`config.mk`:
```
export PLATFORM = sky130hd
export DESIGN_NAME = rbf_datapath
export DESIGN_NICKNAME = d
export VERILOG_FILES = /design/src/rtl/core/rbf_pkg.sv /design/src/rtl/core/rbf_ram.sv /design/src/rtl/core/rbf_datapath.sv
export VERILOG_INCLUDE_DIRS = /design/src /design/src/rtl/core
export SDC_FILE = /design/constraint.sdc
export NUM_CORES = 1
export LEC_CHECK = 0
export ABC_AREA = 1
export BUFFER_PORTS_ARGS = -buffer_cell sky130_fd_sc_hd__clkbuf_2
export CORE_UTILIZATION = 28
export CTS_CLUSTER_DIAMETER = 120
export DETAILED_ROUTE_END_ITERATION = 8
export PLACE_DENSITY = 0.5
export SYNTH_ARGS = -nofsm -noshare
export SYNTH_HDL_FRONTEND = slang
export SYNTH_SLANG_ARGS = --single-unit
```
`constraint.sdc`:
```
create_clock -name clk -period 4.85 [get_ports clk]
set_input_delay 0.7275 -clock clk [delete_from_list [all_inputs] [get_ports clk]]
set_output_delay 0.7275 -clock clk [all_outputs]
set_load 0.005 [all_outputs]
```
`src/rtl/core/ring_buffer_fifo_defines.svh`:
```
`ifndef RING_BUFFER_FIFO_DEFINES_SVH
`define RING_BUFFER_FIFO_DEFINES_SVH

// implication check on clk, off during reset
`define RBF_ASSERT(label, prop, msg) \
  label: assert property (@(posedge clk) disable iff (!rst_n) prop) else $error(msg);

// condition that must never hold
`define RBF_NEVER(label, expr, msg) \
  label: assert property (@(posedge clk) disable iff (!rst_n) !(expr)) else $error(msg);

`endif

```
`src/rtl/core/rbf_pkg.sv`:
```
package rbf_pkg;

  localparam int DEPTH      = 16;
  localparam int DATA_WIDTH = 32;
  localparam int PTR_W      = $clog2(DEPTH);
  localparam int CAP_W      = 5;
  localparam int CNT_W      = CAP_W + 1;
  localparam int OP_W       = 3;

  typedef enum logic [OP_W-1:0] {
    OP_WRITE        = 3'd0,
    OP_WRITE_LOSSY  = 3'd1,
    OP_READ         = 3'd2,
    OP_PEEK         = 3'd3,
    OP_WALK_NEXT    = 3'd4,
    OP_WALK_RESTART = 3'd5,
    OP_CLEAR        = 3'd6
  } op_t;

  typedef enum logic {
    ST_IDLE,
    ST_EXEC
  } state_t;

  typedef struct packed {
    logic capture;
    logic execute;
  } rbf_cmd_t;

endpackage

```
`src/rtl/core/rbf_ram.sv`:
```
module rbf_ram #(
  parameter int WIDTH = 32,
  parameter int DEPTH = 16
) (
  input  logic                     clk,
  input  logic                     we,
  input  logic [$clog2(DEPTH)-1:0] waddr,
  input  logic [WIDTH-1:0]         wdata,
  input  logic                     re,
  input  logic [$clog2(DEPTH)-1:0] raddr,
  output logic [WIDTH-1:0]         rdata
);

  logic [WIDTH-1:0] mem [DEPTH];
  logic [WIDTH-1:0] rdata_r;

  always_ff @(posedge clk) begin
    if (we) begin
      mem[waddr] <= wdata;
    end
    if (re) begin
      rdata_r <= mem[raddr];
    end
  end

  assign rdata = rdata_r;

endmodule

```
`src/rtl/core/rbf_datapath.sv`:
```
`include "ring_buffer_fifo_defines.svh"

module rbf_datapath import rbf_pkg::*; (
  input  logic                  clk,
  input  logic                  rst_n,
  input  rbf_cmd_t              cmd,
  input  logic [OP_W-1:0]       in_opcode,
  input  logic [DATA_WIDTH-1:0] in_write_data,
  input  logic                  cfg_we,
  input  logic [CAP_W-1:0]      cfg_wdata,
  output logic                  out_ok,
  output logic [DATA_WIDTH-1:0] out_read_data,
  output logic [CAP_W-1:0]      out_entry_count,
  output logic                  out_is_full,
  output logic                  out_is_empty
);

  logic [PTR_W-1:0]      rp_r, rp_nxt, wp_r, wp_nxt, walk_r, walk_nxt;
  logic                  full_r, full_nxt, empty_r, empty_nxt, wstart_r, wstart_nxt;
  logic [CAP_W-1:0]      cap_r, eff_cap;
  op_t                   op_r;
  logic [DATA_WIDTH-1:0] wdata_r;
  logic                  ok_r, ok_nxt;
  logic [DATA_WIDTH-1:0] rdata_r, rdata_nxt;
  logic [CAP_W-1:0]      count_r, count_nxt;
  logic                  ofull_r, oempty_r;
  logic                  ram_we;
  logic [PTR_W-1:0]      ram_raddr;
  logic [DATA_WIDTH-1:0] ram_rdata;
  logic [CNT_W-1:0]      diff;

  function automatic logic [PTR_W-1:0] adv(input logic [PTR_W-1:0] p,
                                           input logic [CAP_W-1:0] cap);
    logic [CNT_W-1:0] q;
    q = CNT_W'(p) + CNT_W'(1);
    if (q >= CNT_W'(cap)) begin
      return '0;
    end
    return q[PTR_W-1:0];
  endfunction

  assign ram_raddr = (op_t'(in_opcode) == OP_WALK_NEXT) ? walk_r : rp_r;

  rbf_ram #(
    .WIDTH(DATA_WIDTH),
    .DEPTH(DEPTH)
  ) u_ram (
    .clk  (clk),
    .we   (ram_we),
    .waddr(wp_r),
    .wdata(wdata_r),
    .re   (cmd.capture),
    .raddr(ram_raddr),
    .rdata(ram_rdata)
  );

  always_comb begin
    if (cap_r == '0) begin
      eff_cap = CAP_W'(1);
    end else if (cap_r > CAP_W'(DEPTH)) begin
      eff_cap = CAP_W'(DEPTH);
    end else begin
      eff_cap = cap_r;
    end
  end

  always_comb begin
    rp_nxt     = rp_r;
    wp_nxt     = wp_r;
    walk_nxt   = walk_r;
    full_nxt   = full_r;
    empty_nxt  = empty_r;
    wstart_nxt = wstart_r;
    ok_nxt     = 1'b0;
    rdata_nxt  = '0;
    ram_we     = 1'b0;
    case (op_r)
      OP_WRITE: begin
        if (!full_r) begin
          ram_we    = cmd.execute;
          wp_nxt    = adv(wp_r, eff_cap);
          empty_nxt = 1'b0;
          full_nxt  = (wp_nxt == rp_r);
          ok_nxt    = 1'b1;
        end
      end
      OP_WRITE_LOSSY: begin
        if (full_r) begin
          rp_nxt = adv(rp_r, eff_cap);
        end
        ram_we    = cmd.execute;
        wp_nxt    = adv(wp_r, eff_cap);
        empty_nxt = 1'b0;
        full_nxt  = (wp_nxt == rp_nxt);
        ok_nxt    = 1'b1;
      end
      OP_READ, OP_PEEK: begin
        if (!empty_r) begin
          rdata_nxt = ram_rdata;
          ok_nxt    = 1'b1;
          if (op_r == OP_READ) begin
            rp_nxt    = adv(rp_r, eff_cap);
            full_nxt  = 1'b0;
            empty_nxt = (rp_nxt == wp_r);
          end
        end
      end
      OP_WALK_NEXT: begin
        if (!empty_r && (wstart_r || walk_r != wp_r)) begin
          rdata_nxt  = ram_rdata;
          wstart_nxt = 1'b0;
          walk_nxt   = adv(walk_r, eff_cap);
          ok_nxt     = 1'b1;
        end
      end
      OP_WALK_RESTART: begin
        walk_nxt   = rp_r;
        wstart_nxt = 1'b1;
        ok_nxt     = 1'b1;
      end
      OP_CLEAR: begin
        rp_nxt    = '0;
        wp_nxt    = '0;
        full_nxt  = 1'b0;
        empty_nxt = 1'b1;
        ok_nxt    = 1'b1;
      end
      default: begin
        ok_nxt = 1'b0;
      end
    endcase
  end

  // entries held, wrapped span clamped to the effective capacity
  always_comb begin
    if (wp_nxt >= rp_nxt) begin
      diff = CNT_W'(wp_nxt) - CNT_W'(rp_nxt);
    end else begin
      diff = CNT_W'(eff_cap) - CNT_W'(rp_nxt) + CNT_W'(wp_nxt);
    end
    if (empty_nxt) begin
      count_nxt = '0;
    end else if (full_nxt) begin
      count_nxt = eff_cap;
    end else if (diff[CNT_W-1]) begin
      count_nxt = '0;
    end else if (diff[CAP_W-1:0] > eff_cap) begin
      count_nxt = eff_cap;
    end else begin
      count_nxt = diff[CAP_W-1:0];
    end
  end

  always_ff @(posedge clk) begin
    if (!rst_n) begin
      rp_r     <= '0;
      wp_r     <= '0;
      walk_r   <= '0;
      full_r   <= 1'b0;
      empty_r  <= 1'b1;
      wstart_r <= 1'b1;
      cap_r    <= CAP_W'(DEPTH);
    end else begin
      if (cfg_we) begin
        cap_r <= cfg_wdata;
      end
      if (cmd.execute) begin
        rp_r     <= rp_nxt;
        wp_r     <= wp_nxt;
        walk_r   <= walk_nxt;
        full_r   <= full_nxt;
        empty_r  <= empty_nxt;
        wstart_r <= wstart_nxt;
      end
    end
  end

  always_ff @(posedge clk) begin
    if (cmd.capture) begin
      op_r    <= op_t'(in_opcode);
      wdata_r <= in_write_data;
    end
    if (cmd.execute) begin
      ok_r     <= ok_nxt;
      rdata_r  <= rdata_nxt;
      count_r  <= count_nxt;
      ofull_r  <= full_nxt;
      oempty_r <= empty_nxt;
    end
  end

  assign out_ok          = ok_r;
  assign out_read_data   = rdata_r;
  assign out_entry_count = count_r;
  assign out_is_full     = ofull_r;
  assign out_is_empty    = oempty_r;

  `RBF_NEVER(a_full_and_empty, full_r && empty_r, "full and empty together")
  `RBF_ASSERT(a_clear_empties, cmd.execute && op_r == OP_CLEAR |=> empty_r && !full_r,
              "clear left entries")
  `RBF_ASSERT(a_state_holds, !cmd.execute |=> $stable(rp_r) && $stable(wp_r),
              "pointer moved without request")

endmodule

```
==> out/results.txt, run 1 <==
Layout Skew: 0.03119 ns
Worst-Skew Late Latency: 0.62 ns
Remaining DRCs: 0
Synth Instances: 2005
worst-path fanout max: 8
hold_buf cts: 0
Synth Flop Type: edfxtp_1
worst reg2reg path startpoint: cap_r[1]$_SDFFE_PN0P_
Syn Nets: 2090
Port Buffers: 84
drt wl/cell: 20.68 um
Synth Register Bits: 639
root buffer cell: clkbuf_16
DIE WIDTH: 306.3 um
crit path to: out_entry_count[0]$_SDFFCE_PP0P_
CP required: 5.18 ns
setup violators final: 0
share of layout cells above drive strength 1: 17.15%
element type at the critical path end: flip-flop
total number of vias: 16340
total clock sinks: 639
largest net degree at the start of global routing: 237
max incr delay on CP: 0.50 ns
Clock Tree Buf Depth: 3
warnings from Yosys: 0
first-pass GRT wire length: 102500 um
DRT Wirelength: 69840 um
Rows: 111
mapped cell area: 25930 um2
post-route non-filler standard cell count: 3378
Post-DP Area: 28240 um2
drt pass-1 iters: 5
Slew headroom: 6.121%
Pleak: 10.53 nW
EDFF count, synth: 619
I/O pin cnt: 85
DP Cell Count: 3236
max-slew violations: 0
Critical R2R Capture: out_entry_count[0]$_SDFFCE_PP0P_
Pwr per Cell Area: 423.0 nW/um2
H-tree depth: 3
most frequent cells in the layout: edfxtp_1 (619), nor2_1 (320), o21ai_0 (269)
Worst Setup SP: cap_r[1]$_SDFFE_PN0P_
Seq/Total Area, Yosys: 73.24%
GPL Wtd Cong: 0.8464
maxcap violations: 0
CORE AREA: 91660 um2
final hold viol count: 0
upper clock frequency limit: 218.5 MHz
R2R depth: 31
worst slew pin tran: 1.408 ns
Min-Delay Path Class: in2reg
dpl hpwl: 37970 um
P&R area growth vs syn: 19.00%
Yosys cell types: 41
vias in the first global route: 16400
DR vias/cell: 4.837
GRT Overall Usage: 14.61%
Post-synth ARST share: 0%
outcome: finished clean
design area: 30850 um2
crit path DAT: 4.91 ns
CTS tree: done
leading cell type in the layout, fill and taps excluded: edfxtp_1
Clock transition at path regs: 0.06 ns
fin crit share: 94.34%
Setup CP Type: reg2reg
CP Launch Type: flip-flop
antenna violations before repair: 0
final core occ: 33.66%
slowest cell on the critical path: fa_1
Die ar.: 93810 um2
reg2reg setup slack: 0.27 ns
Initial Util: 28.28%
Post-Syn Area per Cell: 12.93 um2
number of DRC markers in iteration 0: 1271
antenna viol nets, final: 0
crit path time final: 4.576 ns
Die Height: 306.3 um
grt ovf: 0
Antenna Cells: 0
Num CTS Buffers: 73
Final nets: 2219
Worst VDD drop: 0.2701 mV
critical path, delay by kind of cell (launching register included):
kind,cells,cell delay [ns]
and+or+nand+nor,15,1.27
xor gates and xnor gates,1,0.13
DFF,1,0.30
AOI/OAI and AO/OA,6,0.75
adders and majority gates,4,1.32
buffers and inverters,5,0.49
worst min-delay path by stage:
stage	startpoint	end	slack (ns)	cells after the start
floorplan	wstart_r$_SDFFE_PN1P_	wstart_r$_SDFFE_PN1P_	0.43	2
global placement	wstart_r$_SDFFE_PN1P_	wstart_r$_SDFFE_PN1P_	0.46	2
detailed placement	wstart_r$_SDFFE_PN1P_	wstart_r$_SDFFE_PN1P_	0.46	2
CTS	in_write_data[31]	wdata_r[31]$_DFFE_PP_	0.23	1
global route	in_write_data[31]	wdata_r[31]$_DFFE_PP_	0.25	1
finish	in_write_data[31]	wdata_r[31]$_DFFE_PP_	0.28	1
area by class of cell:
type | count | area [um2]
Multi-Input combinational cell | 1134 | 6429
Clock inverter | 47 | 427.9
Fill cell | 8966 | 60810
Timing Repair Buffer | 166 | 1159
Inverter | 120 | 455.4
Sequential cell | 639 | 19000
Clock buffer | 86 | 1897
Tap cell | 1186 | 1484
synthesized netlist by cell type, types with 5 or more instances:
library cell | n | area, um2
nand4_1 | 8 | 50.05
clkbuf_1 | 103 | 386.6
nor2_1 | 336 | 1261
o21ai_1 | 16 | 80.08
nand2_2 | 5 | 31.28
buf_1 | 7 | 26.28
o221ai_1 | 91 | 797.0
o21ai_0 | 273 | 1366
ha_1 | 37 | 462.9
nand2_1 | 139 | 521.8
xor2_1 | 14 | 122.6
edfxtp_1 | 619 | 18590
nand3_1 | 55 | 275.3
inv_2 | 7 | 26.28
o22ai_1 | 44 | 275.3
o211ai_1 | 40 | 300.3
a21oi_1 | 44 | 220.2
inv_1 | 111 | 416.7
dfxtp_1 | 20 | 400.4
flip-flops by register name (all words and copies together), names as in the netlist, 3 cells and up:
name and cells:
out_entry_count 5, rp_r 4, wp_r 4, cap_r 5, walk_r 4, op_r 3, out_read_data 32, wdata_r 32
u_ram.mem 512, u_ram.rdata 32
layer usage:
layer  vias to the layer above  global-route usage [%]  share of wire (%)  wire length [um]
li1                       7673                       -                  -                 -
met1                      8141                   18.90                 45             31120
met4                         0                   4.988                2.5              1760
met3                       112                   2.516                4.6              3202
met5                         -                       0                  0                 0
met2                       414                   24.66                 48             33760
metrics by stage:
step / hold slack [ns] / setup slack (ns) / TNS [ns] / total power, mW
detailed placement: 0.4593 / -0.04735 / -0.1118 / 7.725
CTS: 0.2337 / 0.01576 / 0 / 13.10
finish: 0.2796 / 0.2743 / 0 / 13.05
floorplan: 0.4283 / 0.3576 / 0 / 7.217
global placement: 0.4571 / 0.07353 / 0 / 7.697
global route: 0.2516 / -0.02076 / -0.02076 / 13.57
power breakdown:
| part | leakage, nW | total, mW | switching, mW | internal, mW |
|---|---|---|---|---|
| registers | 5.84 | 6.36 | 0.122 | 6.23 |
| logic | 3.56 | 1.36 | 0.869 | 0.493 |
| clock network | 1.14 | 5.33 | 2.24 | 3.10 |
kinds of logic after synthesis:
family | Yosys count | synth area share (%)
buf+inv | 232 | 3.369
fa+ha+maj | 40 | 2.017
xor+xnor | 16 | 0.5405
simple gates | 560 | 8.783
compound gates | 518 | 12.05
flops | 639 | 73.24
timing repair:
| item | 4_1_cts | 5_1_grt |
|---|---|---|
| setup endpoints to repair | 3 | 5 |
| pin swaps | 0 | 27 |
| setup buffers | 0 | 9 |
| resized for setup | 8 | 55 |
No activity file was read; power rests on OpenSTA's default activity.
==> inputs of run 2 (changes only) <==
--- a/config.mk
+++ b/config.mk
@@ -11,7 +11,8 @@
 export CORE_UTILIZATION = 28
 export CTS_CLUSTER_DIAMETER = 120
 export DETAILED_ROUTE_END_ITERATION = 8
-export PLACE_DENSITY = 0.5
+export PLACE_DENSITY = 0.52
+export SKIP_LAST_GASP = 1
 export SYNTH_ARGS = -nofsm -noshare
 export SYNTH_HDL_FRONTEND = slang
 export SYNTH_SLANG_ARGS = --single-unit
==> constraint.sdc (replaced) <==
create_clock -name clk -period 3.7 [get_ports clk]
set_input_delay 0.555 -clock clk [delete_from_list [all_inputs] [get_ports clk]]
set_output_delay 0.555 -clock clk [all_outputs]
set_load 0.005 [all_outputs]
==> run 2 against run 1 <==
Sequential power is 31% higher. The flow now finishes with violations (negative setup slack). Largest cell class unchanged. Core utilization up 1.1 points. Combinational power grew 60%. Final cell count rose by 2.5%. Clock skew is 0.012 ns lower. Maximum frequency grew 1.4%. Total power grew 35%. First-iteration DRC count increased by 1.9%. Via count grew 2.8%.
==> out/results.txt, run 2 (synthesis results as in run 1) <==
first-pass GRT wire length: 105300 um (was 102500 um)
root buffer cell: clkbuf_16 (unchanged)
total power draw: 17.57 mW (was 13.05 mW)
Die Height: 306.3 um (unchanged)
CTS tree: done (unchanged)
upper clock frequency limit: 221.5 MHz (was 218.5 MHz)
Final nets: 2306 (was 2219)
CORE AREA: 91660 um2 (unchanged)
grt ovf: 0 (unchanged)
worst slew pin tran: 0.9372 ns (was 1.408 ns)
Worst VDD drop: 0.3147 mV (was 0.2701 mV)
Antenna Cells: 0 (unchanged)
fin crit share: 122.0% (was 94.34%)
Rows: 111 (unchanged)
total clock sinks: 639 (unchanged)
Num CTS Buffers: 74 (was 73)
Largest Register: u_ram.mem (unchanged)
P&R area growth vs syn: 22.74% (was 19.00%)
Die ar.: 93810 um2 (unchanged)
outcome: complete, but fails checks (was finished clean)
max-slew violations: 0 (unchanged)
I/O pin cnt: 85 (unchanged)
Clock Tree Buf Depth: 3 (unchanged)
Clock transition at path regs: 0.06 ns (about the same)
Critical R2R Capture: out_entry_count[2]$_SDFFCE_PP0P_ (was out_entry_count[0]$_SDFFCE_PP0P_)
Worst Setup SP: rp_r[0]$_SDFFE_PN0P_ (was cap_r[1]$_SDFFE_PN0P_)
Min Hold Slack: 0.1066 ns (was 0.2796 ns)
GPL Wtd Cong: 0.8573 (was 0.8464)
Min-Delay Path Class: in2reg (unchanged)
Reg area: 19010 um2 (was 19000 um2)
worst-path fanout max: 5 (was 8)
Remaining DRCs: 0 (unchanged)
maxcap violations: 0 (unchanged)
largest net degree at the start of global routing: 145 (was 237)
Initial Util: 28.28% (unchanged)
drt wl/cell: 20.37 um (was 20.68 um)
DIE WIDTH: 306.3 um (unchanged)
CP required: 4.03 ns (was 5.18 ns)
R2R depth: 30 (was 31)
worst reg2reg path startpoint: rp_r[0]$_SDFFE_PN0P_ (was cap_r[1]$_SDFFE_PN0P_)
GRT Overall Usage: 14.88% (was 14.61%)
Layout Skew: 0.01889 ns (was 0.03119 ns)
area taken by multi-input logic gates: 6619 um2 (was 6429 um2)
element type at the critical path end: flip-flop (unchanged)
reg2reg setup slack: -0.81 ns (was 0.27 ns)
total number of vias: 16800 (was 16340)
hold path cells: 1 (unchanged)
dpl hpwl: 38190 um (was 37970 um)
fill count: 8884 (was 8966)
failing checks: negative setup slack
setup violators final: 5 (was 0)
setup ws final: -0.8138 ns (was 0.2743 ns)
final hold viol count: 0 (unchanged)
max FFs per register: 512 (unchanged)
hold_sp: in_write_data[12] (was in_write_data[31])
Pleak: 11.05 nW (was 10.53 nW)
Worst-Skew Late Latency: 0.62 ns (about the same)
leading cell type in the layout, fill and taps excluded: edfxtp_1 (unchanged)
crit path DAT: 4.84 ns (was 4.91 ns)
most frequent cells in the layout: edfxtp_1 (619), nor2_1 (317), o21ai_0 (268) (was edfxtp_1 (619), nor2_1 (320), o21ai_0 (269))
max incr delay on CP: 0.55 ns (was 0.50 ns)
CP Launch Type: flip-flop (unchanged)
antenna viol nets, final: 0 (unchanged)
unrepaired setup endpoints after global routing: true
Slew headroom: 37.24% (was 6.121%)
DRT Wirelength: 70510 um (was 69840 um)
Setup CP Type: reg2reg (unchanged)
H-tree depth: 3 (unchanged)
crit path time final: 4.514 ns (was 4.576 ns)
DR vias/cell: 4.852 (was 4.837)
antenna violations before repair: 1 (was 0)
slowest cell on the critical path: fa_1 (unchanged)
vias in the first global route: 16710 (was 16400)
share of layout cells above drive strength 1: 21.27% (was 17.15%)
Hold Crit Endpoint: wdata_r[12]$_DFFE_PP_ (was wdata_r[31]$_DFFE_PP_)
Port Buffers: 84 (unchanged)
drt pass-1 iters: 5 (unchanged)
Pwr per Cell Area: 552.2 nW/um2 (was 423.0 nW/um2)
number of DRC markers in iteration 0: 1295 (was 1271)
[run 2: changes by cell type in the layout (fill, tap and decap cells not counted), sizes merged]
cell      before  now
clkinvlp       5    1
clkbuf       168  170
buf           84  170
[run 2: what timing repair did]
item                                    4_1_cts  5_1_grt
endpoints found under the setup margin        5        5
pin swaps                                    28       40
gates cloned                                  0        0
hold buffers                                  0        0
setup buffers                                15        2
resized for setup                            26       29
[run 2: worst max path at each step]
stage,to,cells past startpoint
3_3_place_gp,out_entry_count[3]$_SDFFCE_PP0P_,31
5_1_grt,out_entry_count[4]$_SDFFCE_PP0P_,31
4_1_cts,out_entry_count[2]$_SDFFCE_PP0P_,31
3_5_place_dp,out_entry_count[4]$_SDFFCE_PP0P_,33
2_1_floorplan,out_entry_count[4]$_SDFFCE_PP0P_,33
6_report,out_entry_count[2]$_SDFFCE_PP0P_,30
[run 2: through the flow]
| stage | TNS, ns | instances | area (um2) | worst slack (ns) | util [%] |
|---|---|---|---|---|---|
| after CTS | -3.871 | 3460 | 31680 | -0.7845 | 34.56 |
| final | -4.019 | 3462 | 31820 | -0.8138 | 34.72 |
| after floorplan | -10.38 | 2005 | 26130 | -0.4368 | - |
| after detailed placement | -4.063 | 3314 | 29110 | -0.8539 | 31.76 |
| after global routing | -5.364 | 3462 | 31820 | -1.089 | 34.72 |
| after global placement | -3.215 | 3314 | 29110 | -0.6860 | 31.76 |
[run 2: area by class of cell]
type	count	area share, %
repair buffers	252	6.000
flip-flops and latches	639	59.73
inverters	120	1.439
well taps	1186	4.663
clock inverters	43	1.384
multi-input cells	1134	20.80
clock buffers	88	5.984
[run 2: worst max-delay path: cells and delay by family, from the launching register on]
kind                       cells  cell delay, ns
buffers and inverters          5            0.35
AOI/OAI and AO/OA              4            0.39
xor gates and xnor gates       2            0.32
and+or+nand+nor               14            1.21
DFF                            1            0.36
adders and majority gates      5            1.58
[run 2: where the power goes]
| part | internal [mW] | switching [mW] | total [mW] |
|---|---|---|---|
| sequential | 8.17 | 0.160 | 8.33 |
| clock | 4.08 | 2.99 | 7.07 |
| combinational | 0.929 | 1.24 | 2.17 |
| total | 13.2 | 4.40 | 17.6 |
[run 2: routing by layer]
| layer | part of all wire (%) | track usage [%] |
|---|---|---|
| met2 | 50 | 25.68 |
| met1 | 43 | 19.00 |
| met5 | 0.020 | 0 |
| met4 | 2.7 | 4.779 |
| met3 | 4.3 | 2.343 |
==> inputs of run 3 (changes only) <==
--- a/config.mk
+++ b/config.mk
@@ -8,6 +8,7 @@
 export LEC_CHECK = 0
 export ABC_AREA = 1
 export BUFFER_PORTS_ARGS = -buffer_cell sky130_fd_sc_hd__clkbuf_2
+export CORE_MARGIN = 4
 export CORE_UTILIZATION = 28
 export CTS_CLUSTER_DIAMETER = 120
 export DETAILED_ROUTE_END_ITERATION = 8
==> run 3 against run 2 <==
Highest routed layer is now met4. Critical path type unchanged. Register-to-register slack worse by 0.07 ns. Sequential share of layout area down 0.77 points. Largest power group unchanged. The flow still finishes with violations (negative setup slack). Clock skew up 0.0051 ns.
==> out/results.txt, run 3 (synthesis results as in run 1) <==
outcome: complete, but fails checks (unchanged)
failing checks: negative setup slack (unchanged)
grt ovf: 0 (unchanged)
max incr delay on CP: 0.37 ns (was 0.55 ns)
slowest cell on the critical path: dfxtp_4 (was fa_1)
P_int: 13.17 mW (was 13.18 mW)
reg2reg setup slack: -0.89 ns (was -0.81 ns)
upper clock frequency limit: 218.0 MHz (was 221.5 MHz)
Final nets: 2334 (was 2306)
sw power: 4.413 mW (was 4.395 mW)
Layout Skew: 0.02402 ns (was 0.01889 ns)
Die Height: 312.3 um (was 306.3 um)
total clock sinks: 639 (unchanged)
total number of vias: 17020 (was 16800)
DP Cell Count: 3368 (was 3314)
CP Launch Type: flip-flop (unchanged)
Pwr per Cell Area: 545.3 nW/um2 (was 552.2 nW/um2)
unrepaired setup endpoints after global routing: true (unchanged)
final hold viol count: 0 (unchanged)
sequential share of power: 47.4% (about the same)
P&R area growth vs syn: 24.37% (was 22.74%)
DR vias/cell: 4.800 (was 4.852)
CORE AREA: 91800 um2 (was 91660 um2)
share of layout cells above drive strength 1: 23.02% (was 21.27%)
I/O pin cnt: 85 (unchanged)
Clock transition at path regs: 0.06 ns (about the same)
setup violators final: 7 (was 5)
Pleak: 11.17 nW (was 11.05 nW)
Remaining DRCs: 0 (unchanged)
worst reg2reg path startpoint: rp_r[1]$_SDFFE_PN0P_ (was rp_r[0]$_SDFFE_PN0P_)
antenna viol nets, final: 0 (unchanged)
final core occ: 35.12% (was 34.72%)
R2R depth: 33 (was 30)
worst slew pin tran: 1.041 ns (was 0.9372 ns)
most frequent cells in the layout: edfxtp_1 (619), nor2_1 (310), o21ai_0 (268) (was edfxtp_1 (619), nor2_1 (317), o21ai_0 (268))
Clock power frac: 38.9% (was 40.2%)
Num CTS Buffers: 73 (was 74)
crit path DAT: 5.02 ns (was 4.84 ns)
Critical R2R Capture: out_entry_count[4]$_SDFFCE_PP0P_ (was out_entry_count[2]$_SDFFCE_PP0P_)
Worst VDD drop: 0.2719 mV (was 0.3147 mV)
CP dominant cell by count: nand2_1
leading cell type in the layout, fill and taps excluded: edfxtp_1 (unchanged)
first-pass GRT wire length: 107300 um (was 105300 um)
maxcap violations: 0 (unchanged)
switching share of power: 25.10% (was 25.01%)
Antenna Cells: 0 (unchanged)
post-route non-filler standard cell count: 3545 (was 3462)
largest net degree at the start of global routing: 129 (was 145)
GPL Wtd Cong: 0.8073 (was 0.8573)
hold path cells: 1 (unchanged)
vias in the first global route: 17200 (was 16710)
antenna violations before repair: 1 (unchanged)
Slew headroom: 30.30% (was 37.24%)
Comb pwr share: 13.7% (was 12.4%)
crit path time final: 4.587 ns (was 4.514 ns)
H-tree depth: 3 (unchanged)
fin crit share: 124.0% (was 122.0%)
dpl hpwl: 37400 um (was 38190 um)
worst-path fanout max: 8 (was 5)
delay-heaviest family, CP: simple AND/OR/NAND/NOR gates (was adder cells)
Initial Util: 28.24% (was 28.28%)
max-slew violations: 0 (unchanged)
Buffers & Inverters on Critical Path: 3 (was 5)
setup TNS: -4.561 ns (was -4.019 ns)
drt pass-1 iters: 5 (unchanged)
root buffer cell: clkbuf_16 (unchanged)
hold_sp: in_write_data[13] (was in_write_data[12])
design area: 32240 um2 (was 31820 um2)
Largest Register: u_ram.mem (unchanged)
element type at the critical path end: flip-flop (unchanged)
Clock Tree Buf Depth: 3 (unchanged)
number of DRC markers in iteration 0: 1392 (was 1295)
drt wl/cell: 20.43 um (was 20.37 um)
Port Buffers: 84 (unchanged)
max FFs per register: 512 (unchanged)
GRT Overall Usage: 14.35% (was 14.88%)
setup ws final: -0.8869 ns (was -0.8138 ns)
Min-Delay Path Class: in2reg (unchanged)
DIE WIDTH: 312.3 um (was 306.3 um)
total power draw: 17.58 mW (was 17.57 mW)
Worst-Skew Late Latency: 0.60 ns (was 0.62 ns)
hold_buf cts: 0 (unchanged)
CP required: 4.13 ns (was 4.03 ns)
DRT Wirelength: 72430 um (was 70510 um)
Die ar.: 97530 um2 (was 93810 um2)
Hold Crit Endpoint: wdata_r[13]$_DFFE_PP_ (was wdata_r[12]$_DFFE_PP_)
Setup CP Type: reg2reg (unchanged)
Post-DP Area: 29250 um2 (was 29110 um2)
Rows: 111 (unchanged)
CTS tree: done (unchanged)
==> run 3: changes by cell type in the layout (fill, tap and decap cells not counted), moves of 4 or more <==
cell,delta
buf_4,+21
inv_1,-8
buf_12,+7
clkinv_1,+7
inv_2,+7
nor2_1,-7
clkinv_2,-6
nand2_1,-5
nand2_4,+4
nand3_2,+4
nor2_2,+4
==> run 3: layout make-up <==
class	instances	area, um2
Clock buffer	89	1908
Clock inverter	39	339.1
Fill cell	8819	59560
Inverter	120	465.4
Multi-Input combinational cell	1134	6753
Sequential cell	639	19010
Tap cell	1243	1555
Timing Repair Buffer	280	2207
Timing Repair inverter	1	6.256
==> run 3: worst max-delay path by stage <==
| stage | start | endpoint | slack, ns | depth (start not counted) |
|---|---|---|---|---|
| after CTS | cap_r[1]$_SDFFE_PN0P_ | out_entry_count[4]$_SDFFCE_PP0P_ | -0.66 | 34 |
| after floorplan | rp_r[0]$_SDFFE_PN0P_ | out_entry_count[4]$_SDFFCE_PP0P_ | -0.44 | 33 |
| final | rp_r[1]$_SDFFE_PN0P_ | out_entry_count[4]$_SDFFCE_PP0P_ | -0.89 | 33 |
| after global routing | wp_r[0]$_SDFFE_PN0P_ | out_entry_count[4]$_SDFFCE_PP0P_ | -1.08 | 33 |
| after global placement | rp_r[2]$_SDFFE_PN0P_ | out_entry_count[4]$_SDFFCE_PP0P_ | -0.74 | 31 |
| after detailed placement | rp_r[2]$_SDFFE_PN0P_ | out_entry_count[4]$_SDFFCE_PP0P_ | -0.85 | 30 |
==> run 3: per-stage QoR <==
| step | setup slack [ns] | hold WS [ns] |
|---|---|---|
| 4_1_cts | -0.6626 | 0.08138 |
| 6_report | -0.8869 | 0.1257 |
| 3_3_place_gp | -0.7447 | 0.4593 |
| 2_1_floorplan | -0.4368 | 0.4283 |
| 5_1_grt | -1.077 | 0.1007 |
| 3_5_place_dp | -0.8534 | 0.4593 |
==> run 3: power groups by stage <==
stage	registers [mW]	logic [mW]	clock network [mW]
after detailed placement	8.48	1.85	0
after CTS	8.33	2.11	7.02
after global placement	8.47	1.82	0
after floorplan	8.43	1.08	0
final	8.33	2.41	6.84
after global routing	8.36	2.63	7.30
==> run 3: repair_timing <==
| item | in CTS | in global routing |
|---|---|---|
| gates resized for setup | 38 | 58 |
| cloned | 0 | 1 |
| pin swaps | 52 | 48 |
| hold endpoints to repair | 0 | 0 |
| buffers inserted | 44 | 7 |
| setup endpoints to repair | 5 | 7 |
==> run 3: per-layer routing <==
metal | up-vias | track usage (%) | wire length (um)
met4 | 0 | 4.422 | 1584
met1 | 8524 | 18.32 | 31100
li1 | 7903 | - | -
met5 | - | 0 | 0
met3 | 107 | 2.513 | 3857
met2 | 483 | 24.90 | 35890
==> run 3: worst register-to-register path, delay by kind of cell (launching register included) <==
kind	cells	cell delay [ns]
adders and majority gates	5	1.24
and+or+nand+nor	19	1.88
DFF	1	0.37
AOI/OAI and AO/OA	4	0.51
xor gates and xnor gates	2	0.26
buffers and inverters	3	0.15
